===== src/average_true_range_defines.svh =====
// assertion macros for the average true range block
// used by the top level only, no other dependencies
`ifndef AVERAGE_TRUE_RANGE_DEFINES_SVH
`define AVERAGE_TRUE_RANGE_DEFINES_SVH

// condition that must hold at every clock edge out of reset
`define ATR_ASSERT(lbl, cond, msg) \
  lbl: assert property (@(posedge clk_i) disable iff (!rst_ni) (cond)) else $error(msg);

// consequence that must hold in the cycle after the antecedent
`define ATR_ASSERT_NEXT(lbl, ante, cons, msg) \
  lbl: assert property (@(posedge clk_i) disable iff (!rst_ni) (ante) |=> (cons)) else $error(msg);

`endif


===== src/atr_pkg.sv =====
// shared constants and types for the average true range block
// no dependencies
`default_nettype none

package atr_pkg;

  localparam int MAX_WINDOW = 64;
  localparam int PRICE_BITS = 32;

  localparam int FieldW  = 32;
  localparam int PriceW  = (PRICE_BITS < FieldW) ? PRICE_BITS : FieldW;
  localparam int WinRegW = 7;
  localparam logic [WinRegW-1:0] WinReset = 7'd14;
  localparam int CountW  = $clog2(MAX_WINDOW + 1);
  localparam int PtrW    = $clog2(MAX_WINDOW);
  localparam int SumW    = PriceW + $clog2(MAX_WINDOW);
  localparam int FracW   = 8;
  localparam int NumW    = SumW + FracW;
  localparam int DivCntW = $clog2(NumW + 1);
  localparam int AvgW    = 40;

  localparam int QueueDepth = 2;
  localparam int QPtrW      = (QueueDepth > 1) ? $clog2(QueueDepth) : 1;
  localparam int QCntW      = $clog2(QueueDepth + 1);

  localparam int DataW = 32;
  localparam int AddrW = 3;
  localparam logic [AddrW-3:0] RegWindowIdx = '0;

  typedef struct packed {
    logic              first;
    logic [PriceW-1:0] tr;
  } cmd_t;

  typedef struct packed {
    logic full;
    logic empty;
  } q_stat_t;

endpackage

`default_nettype wire


===== src/atr_channels.sv =====
// valid/ready channels for price bars and average results
// depends on atr_pkg
`default_nettype none

interface atr_bar_if import atr_pkg::*; ();
  logic              valid;
  logic              ready;
  logic              start_series;
  logic [FieldW-1:0] high_price;
  logic [FieldW-1:0] low_price;
  logic [FieldW-1:0] close_price;

  modport source (output valid, start_series, high_price, low_price, close_price,
                  input ready);
  modport sink   (input valid, start_series, high_price, low_price, close_price,
                  output ready);
endinterface

interface atr_avg_if import atr_pkg::*; ();
  logic            valid;
  logic            ready;
  logic [AvgW-1:0] range_average;
  logic            average_valid;

  modport source (output valid, range_average, average_valid, input ready);
  modport sink   (input valid, range_average, average_valid, output ready);
endinterface

`default_nettype wire


===== src/average_true_range.sv =====
// Average true range over a sliding window of price bars. Bars enter on the
// bar channel, one mean true range per bar leaves on the average channel in
// ticks with 8 fraction bits. A front stage forms the true range and queues
// it; the back stage stores it in a 64-entry ring, sums the last window
// entries through the ring's single read port (one per cycle) and divides
// with a one-bit-per-cycle restoring divider over the 46-bit scaled sum.
// A bar that opens a series goes to the result register with a zero average;
// any other bar is summed over look entries and then divided, where look =
// min(window, ranges so far). No clearing pass runs after reset.
// Register at byte address 0: window_length (7 bits, reset 14); the window
// should only be written while no bar is in flight.
// depends on atr_pkg, atr_channels, atr_front, atr_queue, atr_back
`default_nettype none

`include "average_true_range_defines.svh"

module average_true_range import atr_pkg::*; (
  input  wire logic             clk_i,
  input  wire logic             rst_ni,
  atr_bar_if.sink               bar_i,
  atr_avg_if.source             avg_o,
  input  wire logic             psel,
  input  wire logic             penable,
  input  wire logic             pwrite,
  input  wire logic [AddrW-1:0] paddr,
  input  wire logic [DataW-1:0] pwdata,
  output logic [DataW-1:0]      prdata,
  output logic                  pready
);

  logic [WinRegW-1:0] win_q;
  logic               win_sel, cfg_wr;
  logic               q_push, q_pop;
  cmd_t               q_in, q_out;
  q_stat_t            q_stat;

  assign pready  = 1'b1;
  assign win_sel = (paddr[AddrW-1:2] == RegWindowIdx);
  assign cfg_wr  = psel && penable && pwrite && pready && win_sel;
  assign prdata  = win_sel ? {{(DataW - WinRegW){1'b0}}, win_q} : '0;

  always_ff @(posedge clk_i or negedge rst_ni) begin
    if (!rst_ni) begin
      win_q <= WinReset;
    end else if (cfg_wr) begin
      win_q <= pwdata[WinRegW-1:0];
    end
  end

  atr_front u_front (
    .clk_i    (clk_i),
    .rst_ni   (rst_ni),
    .bar_i    (bar_i),
    .q_stat_i (q_stat),
    .push_o   (q_push),
    .cmd_o    (q_in)
  );

  atr_queue u_queue (
    .clk_i  (clk_i),
    .rst_ni (rst_ni),
    .push_i (q_push),
    .cmd_i  (q_in),
    .pop_i  (q_pop),
    .cmd_o  (q_out),
    .stat_o (q_stat)
  );

  atr_back u_back (
    .clk_i    (clk_i),
    .rst_ni   (rst_ni),
    .win_i    (win_q),
    .q_stat_i (q_stat),
    .cmd_i    (q_out),
    .pop_o    (q_pop),
    .avg_o    (avg_o)
  );

  `ATR_ASSERT(a_no_underflow, !(q_pop && q_stat.empty), "queue popped while empty")
  `ATR_ASSERT(a_first_zero, !(avg_o.valid && !avg_o.average_valid && (avg_o.range_average != '0)), "series start beat carries a nonzero average")
  `ATR_ASSERT_NEXT(a_win_write, cfg_wr, win_q == $past(pwdata[WinRegW-1:0]), "window write lost")

endmodule

`default_nettype wire


===== src/atr_front.sv =====
// front end: accepts bars, tracks the previous close, forms the true range
// depends on atr_pkg and atr_channels
`default_nettype none

module atr_front import atr_pkg::*; (
  input  wire logic    clk_i,
  input  wire logic    rst_ni,
  atr_bar_if.sink      bar_i,
  input  wire q_stat_t q_stat_i,
  output logic         push_o,
  output cmd_t         cmd_o
);

  logic [PriceW-1:0] prev_close_q, prev_close_d;
  logic              have_prev_q, have_prev_d;
  logic [PriceW-1:0] hi, lo, cl, span, gap_hi, gap_lo;

  function automatic logic [PriceW-1:0] gap(input logic [PriceW-1:0] a,
                                            input logic [PriceW-1:0] b);
    gap = (a >= b) ? a - b : b - a;
  endfunction

  assign hi = bar_i.high_price[PriceW-1:0];
  assign lo = bar_i.low_price[PriceW-1:0];
  assign cl = bar_i.close_price[PriceW-1:0];

  assign bar_i.ready = !q_stat_i.full;
  assign push_o      = bar_i.valid && bar_i.ready;

  always_comb begin
    span   = (hi >= lo) ? hi - lo : '0;
    gap_hi = gap(hi, prev_close_q);
    gap_lo = gap(lo, prev_close_q);
    cmd_o.first = bar_i.start_series || !have_prev_q;
    cmd_o.tr    = span;
    if (gap_hi > cmd_o.tr) cmd_o.tr = gap_hi;
    if (gap_lo > cmd_o.tr) cmd_o.tr = gap_lo;
  end

  always_comb begin
    prev_close_d = prev_close_q;
    have_prev_d  = have_prev_q;
    if (push_o) begin
      prev_close_d = cl;
      have_prev_d  = 1'b1;
    end
  end

  always_ff @(posedge clk_i or negedge rst_ni) begin
    if (!rst_ni) begin
      prev_close_q <= '0;
      have_prev_q  <= 1'b0;
    end else begin
      prev_close_q <= prev_close_d;
      have_prev_q  <= have_prev_d;
    end
  end

endmodule

`default_nettype wire


===== src/atr_queue.sv =====
// short command queue between front and back
// depends on atr_pkg
`default_nettype none

module atr_queue import atr_pkg::*; (
  input  wire logic clk_i,
  input  wire logic rst_ni,
  input  wire logic push_i,
  input  wire cmd_t cmd_i,
  input  wire logic pop_i,
  output cmd_t      cmd_o,
  output q_stat_t   stat_o
);

  cmd_t             slot_q [QueueDepth];
  logic [QPtrW-1:0] wr_ptr_q, rd_ptr_q;
  logic [QCntW-1:0] cnt_q;

  function automatic logic [QPtrW-1:0] inc(input logic [QPtrW-1:0] p);
    inc = (p == QPtrW'(QueueDepth - 1)) ? '0 : p + 1'b1;
  endfunction

  assign stat_o.full  = (cnt_q == QCntW'(QueueDepth));
  assign stat_o.empty = (cnt_q == '0);
  assign cmd_o        = slot_q[rd_ptr_q];

  always_ff @(posedge clk_i) begin
    if (push_i) slot_q[wr_ptr_q] <= cmd_i;
  end

  always_ff @(posedge clk_i or negedge rst_ni) begin
    if (!rst_ni) begin
      wr_ptr_q <= '0;
      rd_ptr_q <= '0;
      cnt_q    <= '0;
    end else begin
      if (push_i) wr_ptr_q <= inc(wr_ptr_q);
      if (pop_i)  rd_ptr_q <= inc(rd_ptr_q);
      unique case ({push_i, pop_i})
        2'b10:   cnt_q <= cnt_q + 1'b1;
        2'b01:   cnt_q <= cnt_q - 1'b1;
        default: cnt_q <= cnt_q;
      endcase
    end
  end

endmodule

`default_nettype wire


===== src/atr_div.sv =====
// restoring divider, one quotient bit per cycle
// depends on atr_pkg
`default_nettype none

module atr_div import atr_pkg::*; (
  input  wire logic              clk_i,
  input  wire logic              rst_ni,
  input  wire logic              start_i,
  input  wire logic [NumW-1:0]   dividend_i,
  input  wire logic [CountW-1:0] divisor_i,
  output logic                   done_o,
  output logic [NumW-1:0]        quotient_o
);

  logic               busy_q;
  logic               done_q;
  logic [DivCntW-1:0] cnt_q;
  logic [NumW-1:0]    dq_q;
  logic [CountW-1:0]  rem_q;
  logic [CountW-1:0]  dvs_q;
  logic [CountW:0]    shifted, diff;
  logic               take;

  // remainder stays below the divisor, so it fits the divisor width
  always_comb begin
    shifted = {rem_q, dq_q[NumW-1]};
    diff    = shifted - {1'b0, dvs_q};
    take    = (shifted >= {1'b0, dvs_q});
  end

  assign done_o     = done_q;
  assign quotient_o = dq_q;

  always_ff @(posedge clk_i or negedge rst_ni) begin
    if (!rst_ni) begin
      busy_q <= 1'b0;
      done_q <= 1'b0;
      cnt_q  <= '0;
    end else begin
      done_q <= 1'b0;
      if (start_i) begin
        busy_q <= 1'b1;
        cnt_q  <= DivCntW'(NumW);
      end else if (busy_q) begin
        cnt_q <= cnt_q - 1'b1;
        if (cnt_q == DivCntW'(1)) begin
          busy_q <= 1'b0;
          done_q <= 1'b1;
        end
      end
    end
  end

  always_ff @(posedge clk_i) begin
    if (start_i) begin
      dq_q  <= dividend_i;
      rem_q <= '0;
      dvs_q <= divisor_i;
    end else if (busy_q) begin
      dq_q  <= {dq_q[NumW-2:0], take};
      rem_q <= take ? diff[CountW-1:0] : shifted[CountW-1:0];
    end
  end

endmodule

`default_nettype wire


===== src/atr_back.sv =====
// back end: true range ring, window sum sweep, division, result register
// depends on atr_pkg, atr_channels and atr_div
`default_nettype none

module atr_back import atr_pkg::*; (
  input  wire logic               clk_i,
  input  wire logic               rst_ni,
  input  wire logic [WinRegW-1:0] win_i,
  input  wire q_stat_t            q_stat_i,
  input  wire cmd_t               cmd_i,
  output logic                    pop_o,
  atr_avg_if.source               avg_o
);

  typedef enum logic [1:0] {
    ST_IDLE,
    ST_SUM,
    ST_DIV,
    ST_DONE
  } state_e;

  state_e            state_q;
  logic [CountW-1:0] count_q;
  logic [PtrW-1:0]   ptr_q;
  logic [PtrW-1:0]   addr_q;
  logic [CountW-1:0] left_q;
  logic [CountW-1:0] look_q;
  logic [SumW-1:0]   sum_q;
  logic              rd_vld_q;
  logic              zero_q;
  logic              out_vld_q;
  logic [AvgW-1:0]   out_avg_q;
  logic              out_ok_q;

  logic [PriceW-1:0] ring_mem [MAX_WINDOW];
  logic [PriceW-1:0] rd_data_q;

  logic              wr_en, rd_en, div_start, div_done, load_out;
  logic [CountW-1:0] win, count_new, look;
  logic [PtrW-1:0]   ptr_next, addr_prev;
  logic [NumW-1:0]   quotient;

  always_comb begin
    if (win_i == '0) begin
      win = CountW'(1);
    end else if (32'(win_i) > MAX_WINDOW) begin
      win = CountW'(MAX_WINDOW);
    end else begin
      win = CountW'(win_i);
    end
    count_new = (32'(count_q) < MAX_WINDOW) ? count_q + 1'b1 : count_q;
    look      = (win < count_new) ? win : count_new;
    ptr_next  = (ptr_q == PtrW'(MAX_WINDOW - 1)) ? '0 : ptr_q + 1'b1;
    addr_prev = (addr_q == '0) ? PtrW'(MAX_WINDOW - 1) : addr_q - 1'b1;
  end

  assign pop_o     = (state_q == ST_IDLE) && !q_stat_i.empty;
  assign wr_en     = pop_o && !cmd_i.first;
  assign rd_en     = (state_q == ST_SUM) && (left_q != '0);
  assign div_start = (state_q == ST_SUM) && (left_q == '0) && !rd_vld_q;
  // result register takes a new beat when empty or when its beat leaves
  assign load_out  = (state_q == ST_DONE) && (!out_vld_q || avg_o.ready);

  // newest range goes in first, the sweep then reads it back with the rest
  always_ff @(posedge clk_i) begin
    if (wr_en) ring_mem[ptr_q] <= cmd_i.tr;
    if (rd_en) rd_data_q <= ring_mem[addr_q];
  end

  atr_div u_div (
    .clk_i      (clk_i),
    .rst_ni     (rst_ni),
    .start_i    (div_start),
    .dividend_i ({sum_q, {FracW{1'b0}}}),
    .divisor_i  (look_q),
    .done_o     (div_done),
    .quotient_o (quotient)
  );

  assign avg_o.valid         = out_vld_q;
  assign avg_o.range_average = out_avg_q;
  assign avg_o.average_valid = out_ok_q;

  always_ff @(posedge clk_i or negedge rst_ni) begin
    if (!rst_ni) begin
      state_q   <= ST_IDLE;
      count_q   <= '0;
      ptr_q     <= '0;
      addr_q    <= '0;
      left_q    <= '0;
      look_q    <= '0;
      sum_q     <= '0;
      rd_vld_q  <= 1'b0;
      zero_q    <= 1'b0;
      out_vld_q <= 1'b0;
      out_avg_q <= '0;
      out_ok_q  <= 1'b0;
    end else begin
      if (load_out) begin
        out_vld_q <= 1'b1;
      end else if (avg_o.valid && avg_o.ready) begin
        out_vld_q <= 1'b0;
      end
      unique case (state_q)
        ST_IDLE: begin
          if (pop_o) begin
            if (cmd_i.first) begin
              count_q <= '0;
              ptr_q   <= '0;
              sum_q   <= '0;
              zero_q  <= 1'b1;
              state_q <= ST_DONE;
            end else begin
              count_q  <= count_new;
              ptr_q    <= ptr_next;
              addr_q   <= ptr_q;
              left_q   <= look;
              look_q   <= look;
              sum_q    <= '0;
              rd_vld_q <= 1'b0;
              zero_q   <= 1'b0;
              state_q  <= ST_SUM;
            end
          end
        end
        ST_SUM: begin
          if (left_q != '0) begin
            addr_q   <= addr_prev;
            left_q   <= left_q - 1'b1;
            rd_vld_q <= 1'b1;
          end else begin
            rd_vld_q <= 1'b0;
          end
          if (rd_vld_q) sum_q <= sum_q + SumW'(rd_data_q);
          if (div_start) state_q <= ST_DIV;
        end
        ST_DIV: begin
          if (div_done) state_q <= ST_DONE;
        end
        ST_DONE: begin
          if (load_out) begin
            out_avg_q <= zero_q ? '0 : AvgW'(quotient);
            out_ok_q  <= !zero_q;
            state_q   <= ST_IDLE;
          end
        end
        default: state_q <= ST_IDLE;
      endcase
    end
  end

endmodule

`default_nettype wire

===== src/flat_wrapper.sv =====
// flat-port wrapper written by rule: the top's interface ports become plain ports
module average_true_range_flat import atr_pkg::*;
  (clk_i, rst_ni, psel, penable, pwrite, paddr, pwdata, prdata, pready, bar_i_valid, bar_i_start_series, bar_i_high_price, bar_i_low_price, bar_i_close_price, bar_i_ready, avg_o_valid, avg_o_range_average, avg_o_average_valid, avg_o_ready);
  atr_bar_if bar_i_i ();
  atr_avg_if avg_o_i ();
  input  wire logic clk_i;
  input  wire logic rst_ni;
  input  wire logic psel;
  input  wire logic penable;
  input  wire logic pwrite;
  input  wire logic [AddrW-1:0] paddr;
  input  wire logic [DataW-1:0] pwdata;
  output logic [DataW-1:0] prdata;
  output logic pready;
  input wire logic [$bits(bar_i_i.valid)-1:0] bar_i_valid;
  input wire logic [$bits(bar_i_i.start_series)-1:0] bar_i_start_series;
  input wire logic [$bits(bar_i_i.high_price)-1:0] bar_i_high_price;
  input wire logic [$bits(bar_i_i.low_price)-1:0] bar_i_low_price;
  input wire logic [$bits(bar_i_i.close_price)-1:0] bar_i_close_price;
  output wire logic [$bits(bar_i_i.ready)-1:0] bar_i_ready;
  output wire logic [$bits(avg_o_i.valid)-1:0] avg_o_valid;
  output wire logic [$bits(avg_o_i.range_average)-1:0] avg_o_range_average;
  output wire logic [$bits(avg_o_i.average_valid)-1:0] avg_o_average_valid;
  input wire logic [$bits(avg_o_i.ready)-1:0] avg_o_ready;
  assign bar_i_i.valid = bar_i_valid;
  assign bar_i_i.start_series = bar_i_start_series;
  assign bar_i_i.high_price = bar_i_high_price;
  assign bar_i_i.low_price = bar_i_low_price;
  assign bar_i_i.close_price = bar_i_close_price;
  assign bar_i_ready = bar_i_i.ready;
  assign avg_o_valid = avg_o_i.valid;
  assign avg_o_range_average = avg_o_i.range_average;
  assign avg_o_average_valid = avg_o_i.average_valid;
  assign avg_o_i.ready = avg_o_ready;
  average_true_range u_core (.clk_i(clk_i), .rst_ni(rst_ni), .bar_i(bar_i_i), .avg_o(avg_o_i), .psel(psel), .penable(penable), .pwrite(pwrite), .paddr(paddr), .pwdata(pwdata), .prdata(prdata), .pready(pready));
endmodule

===== config.mk =====
export PLATFORM = sky130hd
export DESIGN_NAME = average_true_range_flat
export DESIGN_NICKNAME = d
export VERILOG_FILES = /design/src/atr_pkg.sv /design/src/atr_channels.sv /design/src/average_true_range.sv /design/src/atr_front.sv /design/src/atr_queue.sv /design/src/atr_div.sv /design/src/atr_back.sv /design/src/flat_wrapper.sv
export VERILOG_INCLUDE_DIRS = /design/src /design/src/src
export SDC_FILE = /design/constraint.sdc
export NUM_CORES = 2
export LEC_CHECK = 0
export ABC_AREA = 1
export CAP_MARGIN = 15
export CORE_ASPECT_RATIO = 0.5
export CORE_MARGIN = 2
export CORE_UTILIZATION = 40
export CTS_CLUSTER_DIAMETER = 60
export DETAILED_ROUTE_END_ITERATION = 6
export DONT_BUFFER_PORTS = 1
export GPL_TIMING_DRIVEN = 1
export HOLD_SLACK_MARGIN = 0.03
export PLACE_DENSITY = 0.57
export SYNTH_ARGS = -nofsm -noshare
export SYNTH_HDL_FRONTEND = slang
export SYNTH_SLANG_ARGS = --single-unit

===== constraint.sdc =====
create_clock -name clk_i -period 4.8 [get_ports clk_i]
set_input_delay 0.96 -clock clk_i [delete_from_list [all_inputs] [get_ports clk_i]]
set_output_delay 0.96 -clock clk_i [all_outputs]
set_load 0.1 [all_outputs]

# Word level (Yosys, flattened, before mapping)
# Memory sizes are Yosys's and may differ from the RTL's. A register that Yosys moved wholly into a read port is not among the register bits.
# Index checks and enable logic that the tools add are counted.
# word_totals
regBits,229
ram_bits,2114
inputBits,139
memories,2
# memory_table
name,depth,word_bits,read_ports,rd_ports_with_merged_regs,wr,line_no,rtl
u_core.u_back.ring_mem,64,32,1,1,1,atr_back.sv:35,logic [PriceW-1:0] ring_mem [MAX_WINDOW];
u_core.u_queue.slot_q,2,33,1,0,1,atr_queue.sv:15,cmd_t slot_q [QueueDepth];
# classes
n_addsub,16
order_cmp,9
n_eq_ne,15
muxes,57
bitwise,2
reduce_logical,37
# ops
operator,n
32-bit two-way mux,5
32-bit subtractor,5
32-bit greater-or-equal comparator,3
46-bit two-way mux,2
38-bit two-way mux,2
38-bit one-hot mux with 2 select lines,1
7-bit two-way mux,10
32-bit > comparator,2
6-bit two-way mux,8
40-bit two-way mux,1
38-bit by 32-bit adder with 38-bit output,1
1-bit two-way mux,18
7-bit zero test,2
7-bit one-hot mux with 2 select lines,1
6-bit one-hot mux with 2 select lines,1
"6-bit by 1-bit subtractor with 6-bit output, second input constant",2
1-bit logical AND,11
2-bit two-way mux,5
"2-bit inequality test, second input constant",5
3-bit AND reduction,3
"2-bit == test, second input constant",4
8-bit by 7-bit greater-or-equal comparator with 1-bit output,1
2-bit one-hot mux with 4 select lines,1
4-bit AND reduction,2
other kinds (24),40

# Depth between registers and ports, before layout
# logic_depth
word_depth,8
depth_mapped,45

# Modules after synthesis
# Synthesis repeated with hierarchy kept, for this count alone.
# hier_totals
cells_unflattened,10533
hier_area_um2,111045.3
# by_module_without_submodules
module,n_inst,cells_per_inst,area_per_inst_um2,seq_area_each_um2
atr_back,1,6987,89249.3,65387.7
atr_front,1,2916,15323.4,825.8
atr_div,1,358,3241.9,1931.9
atr_queue,1,196,2655.0,2082.0
average_true_range,1,76,575.6,178.9

# Least setup slack after synthesis
# Ideal clock, no wire load.
# synth_path
path_kind,in2reg
start,input bar_i_high_price[0]
end,memory u_core.u_queue.slot_q[0][14] (netlist name) (data pin)
setup_time_ps,136
arrival_time_ps,5642
slack_ps,-978
stages,37
path_cell_list,inv_1 > ha_1 > inv_1 > fa_1 > nand3_1 > nand3_1 > nand2_1 > nand2_2 > nand2_2 > nand3_2 > a21oi_4 > buf_2 > nand3_1 > nand2_1 > inv_1 > ha_1 > nand2_1 > nor2_1 > nand4_1 > nor3b_1 > nand2_1 > nand2_1 > inv_1 > buf_2 > nand2_1 > nand2_1 > ha_1 > nand2_1 > nor3b_1 > and3_1 > nand2_1 > o22ai_1 > nor2_1 > nor2_1 > clkbuf_1 > nand3_1 > nand2_1
# synth_rtl
element,line_no,rtl
start: declaration,flat_wrapper.sv:17,input wire logic [$bits(bar_i_i.high_price)-1:0] bar_i_high_price;
end: declaration,atr_queue.sv:15,

==> results.yml <==
run_status:
  outcome: "finished, violations left"
  failed_checks: "setup timing"
sta:
  timing_hold_violations_final: 0
  setup-tns-final_ns: -48.24
  rsz0062_at_grt: "yes"
  setup_ws_ns: -0.793
  relSlewSlack: 0.170
  count_of_final_max_slew_check_failures: 0
  clock-skew-final_ns: 0.107
  period_needed_ns: 5.59
  worst_slew_pin_slew_ns: 1.24
  final.period_utilization: 1.17
  finalSetupViolCount: 64
  fmax_mhz: 179
detailed_routing:
  drc: 0
  route.final.wire_length_microns: 371000
  post_drt_via_cell_ratio: 5.57
  vias: 83300
  drt_first_pass_iters: 6
  ant_nets: 0
  detail_route.wl_per_cell_microns: 24.8
  drtIter0Drc: 10300
clocking:
  insertion_delay_of_the_later_clocked_pin_in_the_worst_skew_pair_ns: 0.91
  cts.sinks: 2375
  max-clock-path-buffers: 4
  clk_pin_slew_ns: 0.06
  cts_tree: "done"
  cts_htree_levels: 4
  numCtsBuffers: 222
  root_buffer: "sky130_fd_sc_hd__clkbuf_16"
setup_path:
  slowest_stage: "sky130_fd_sc_hd__dfrtp_1"
  critical_path.endpoint_type: "flop"
  worstPathRequired_ns: 5.36
  startpoint_to_endpoint_class_of_the_critical_path: "reg2reg"
  worstPathArrival_ns: 6.15
  critical_path.startpoint_type: "flop"
  critical_path_peak_fanout: 12
  worst_path_max_stage_delay_ns: 0.38
pwr:
  p_total_uw: 43500
  power.density_cell_area_nw_per_um2: 336
  cellLeakagePower_uw: 0.0496
  ir_worst_vdd_uv: 315
grt:
  globalRouteMet3Util: 0.0482
  grt_first_pass_wirelength_microns: 536000
  grtUsageMet2: 0.394
  number_of_global_route_vias_before_repair: 77800
  grt_overflow: 0
  met1_usage: 0.374
  grt_max_degree: 167
  top_usage_layer: "met2"
  antenna_found_initial: 17
  groute.usage.overall: 0.259
finish:
  nets: 11600
  mostFrequentLayoutCell: "sky130_fd_sc_hd__edfxtp_1"
  sequential_cell_area_sq_um: 70300
  final_layout_size_suffix_gt1_frac: 0.151
  fillerInstances: 24900
  areaGrowthSynthToFinish_pct: 18.0
  multi_input_area_sq_um: 35500
  mostFrequentLayoutCells: "2191 x sky130_fd_sc_hd__edfxtp_1, 1740 x sky130_fd_sc_hd__nand2_1, 1409 x sky130_fd_sc_hd__nor2_1"
synth:
  async_sr_flop_fraction: 0.0712
  syn-mean-instance-area_sq_um: 10.5
  synthesis.instances: 10400
  yosysWarningCount: 0
  synth_flop_cell: "sky130_fd_sc_hd__edfxtp_1"
  synth_edf_count: 2191
  synth-seq-cells: 2375
  ys_types: 61
  netlist_area_sq_um: 110000
  proportion_of_synthesized_chip_area_in_sequential_cells: 0.642
place:
  pre_cts_slack_ns: -1.61
  gp_congestion: 1.00
  numPortBuffers: 0
  dp_hpwl_microns: 239000
min_path:
  hold_path_class: "in2reg"
die:
  initial_utilization: 0.403
  num_io_pins: 215
  placement_rows: 135
  die_w_microns: 744
  dieArea_sq_um: 278000
  floorplan.die.height_microns: 374
  design.core.area_sq_um: 272000
job:
  maxCapViolCount: 0
## cells in the mapped netlist (3+ instances only)
| library cell | n | area share |
|---|---|---|
| sky130_fd_sc_hd__a21boi_0 | 6 | 0.00041 |
| sky130_fd_sc_hd__xor2_1 | 59 | 0.0047 |
| sky130_fd_sc_hd__dfxtp_1 | 15 | 0.0027 |
| sky130_fd_sc_hd__nand2_4 | 3 | 0.00031 |
| sky130_fd_sc_hd__o22ai_1 | 632 | 0.036 |
| sky130_fd_sc_hd__a21o_1 | 17 | 0.0012 |
| sky130_fd_sc_hd__or2_2 | 16 | 0.00091 |
| sky130_fd_sc_hd__buf_4 | 65 | 0.0045 |
| sky130_fd_sc_hd__dfstp_2 | 3 | 0.00072 |
| sky130_fd_sc_hd__nand2_1 | 1829 | 0.063 |
| sky130_fd_sc_hd__buf_6 | 5 | 0.00051 |
| sky130_fd_sc_hd__clkbuf_1 | 346 | 0.012 |
| sky130_fd_sc_hd__o21ai_0 | 1248 | 0.057 |
| sky130_fd_sc_hd__fa_1 | 7 | 0.0013 |
| sky130_fd_sc_hd__a31oi_1 | 19 | 0.0011 |
| sky130_fd_sc_hd__nor3_1 | 39 | 0.0018 |
| sky130_fd_sc_hd__mux2i_1 | 64 | 0.0058 |
| sky130_fd_sc_hd__nand3_2 | 15 | 0.0014 |
| sky130_fd_sc_hd__ha_1 | 280 | 0.032 |
| sky130_fd_sc_hd__a22o_1 | 3 | 0.00024 |
| sky130_fd_sc_hd__buf_2 | 118 | 0.0054 |
| sky130_fd_sc_hd__edfxtp_1 | 2191 | 0.60 |
| sky130_fd_sc_hd__a21oi_4 | 3 | 0.00045 |
| sky130_fd_sc_hd__and2_1 | 6 | 0.00034 |
| sky130_fd_sc_hd__o211ai_1 | 69 | 0.0047 |
| sky130_fd_sc_hd__o21a_1 | 5 | 0.00034 |
| sky130_fd_sc_hd__nor2_4 | 6 | 0.00062 |
| sky130_fd_sc_hd__nor2_1 | 1499 | 0.051 |
| sky130_fd_sc_hd__o21ai_1 | 89 | 0.0041 |
| sky130_fd_sc_hd__inv_1 | 737 | 0.025 |
| sky130_fd_sc_hd__nand4_1 | 45 | 0.0026 |
| sky130_fd_sc_hd__a21oi_1 | 362 | 0.017 |
| sky130_fd_sc_hd__buf_1 | 13 | 0.00045 |
| sky130_fd_sc_hd__dfrtp_1 | 166 | 0.038 |
| sky130_fd_sc_hd__nand3b_1 | 12 | 0.00082 |
| sky130_fd_sc_hd__xnor2_1 | 19 | 0.0015 |
| sky130_fd_sc_hd__inv_2 | 16 | 0.00055 |
| sky130_fd_sc_hd__nand2_2 | 13 | 0.00074 |
| sky130_fd_sc_hd__o21bai_1 | 17 | 0.0012 |
| sky130_fd_sc_hd__nand3_1 | 332 | 0.015 |
## routing by layer
metal  wire [microns]  vias to the layer above
met5                0                        -
met4            14100                        0
met3            34800                      588
met2           163000                     3747
met1           160000                    40900
li1                 -                    38100
## repair_timing
| action | in CTS | in global routing |
|---|---|---|
| endpoints found under the hold margin | 166 | 31 |
| hold buffers | 2 | 1 |
| pin swaps | 24 | 39 |
| setup buffers | 8 | 10 |
| endpoints found under the setup margin | 64 | 64 |
| gates resized for setup | 114 | 84 |
| cloned | 3 | 6 |
## critical path: cells and delay by family (launching register included)
kind,cells,cell delay [ns]
compound gates,3,0.45
simple gates,23,2.48
flops,1,0.38
buf+inv,9,1.00
fa+ha+maj,4,1.00
## report_power, final
part           internal (uW)  switching, uW  total (uW)
Combinational           1570           2090        3660
Clock                   9570           7860       17400
Sequential             22400           6.19       22400
## layout make-up
cell class                      count  area share
Timing Repair Buffer             1033      0.0693
Clock buffer                      271      0.0461
Multi-Input combinational cell   6764       0.275
Tap cell                         3630      0.0351
Clock inverter                    130     0.00808
Inverter                          755      0.0223
Antenna cell                        3   0.0000581
Sequential cell                  2375       0.544
## worst paths after layout
kind                                                startpoint                             end  slack [ns]  depth (start not counted)
worst max-delay path            u_core.u_front.prev_close_q[0]    u_core.u_queue.slot_q[1][30]       -0.79                         39
worst min-delay path                                 pwdata[2]                 u_core.win_q[2]        0.28                          2
worst max register to register  u_core.u_front.prev_close_q[0]    u_core.u_queue.slot_q[1][30]       -0.79                         39
worst min register to register         u_core.u_back.look_q[4]    u_core.u_back.u_div.dvs_q[4]        0.45                          0
max in group asynchronous                               rst_ni  u_core.u_front.prev_close_q[1]        2.89                          3
min in group asynchronous                               rst_ni         u_core.u_back.addr_q[2]        0.60                          2
## state kept, by name, summed over array words and instances (netlist names), 2 cells and up
register                           flops
u_core.u_back.left_q                   7
u_core.u_queue.cnt_q                   2
u_core.u_back.avg_o.range_average     40
u_core.u_queue.slot_q                 66
u_core.u_back.u_div.rem_q              7
u_core.win_q                           7
u_core.u_back.count_q                  7
u_core.u_front.prev_close_q           32
u_core.u_back.ring_mem              2048
u_core.u_back.rd_data_q               32
u_core.u_back.sum_q                   38
u_core.u_back.u_div.quotient_o        46
u_core.u_back.look_q                   7
u_core.u_back.state_q                  2
u_core.u_back.u_div.cnt_q              6
u_core.u_back.u_div.dvs_q              7
u_core.u_back.addr_q                   6
u_core.u_back.ptr_q                    6
## metrics by stage
stage | instances | util | hold WS, ns | instance area (sq um)
2_1_floorplan | 10400 | - | 0.418 | 110000
3_3_place_gp | 14500 | 0.445 | 0.433 | 121000
3_5_place_dp | 14500 | 0.445 | 0.438 | 121000
4_1_cts | 14900 | 0.473 | 0.108 | 129000
5_1_grt | 15000 | 0.476 | 0.246 | 129000
6_report | 15000 | 0.476 | 0.284 | 129000
## cell families after synthesis
| family | Yosys count | share of synthesized area |
|---|---|---|
| buf+inv | 1304 | 0.0488 |
| mux | 66 | 0.00608 |
| xor+xnor | 78 | 0.00624 |
| other cells | 2 | 0.0000685 |
| flops | 2375 | 0.642 |
| simple gates | 3825 | 0.139 |
| fa+ha+maj | 287 | 0.0333 |
| compound gates | 2482 | 0.124 |
Power figures use the tool's default switching activity.
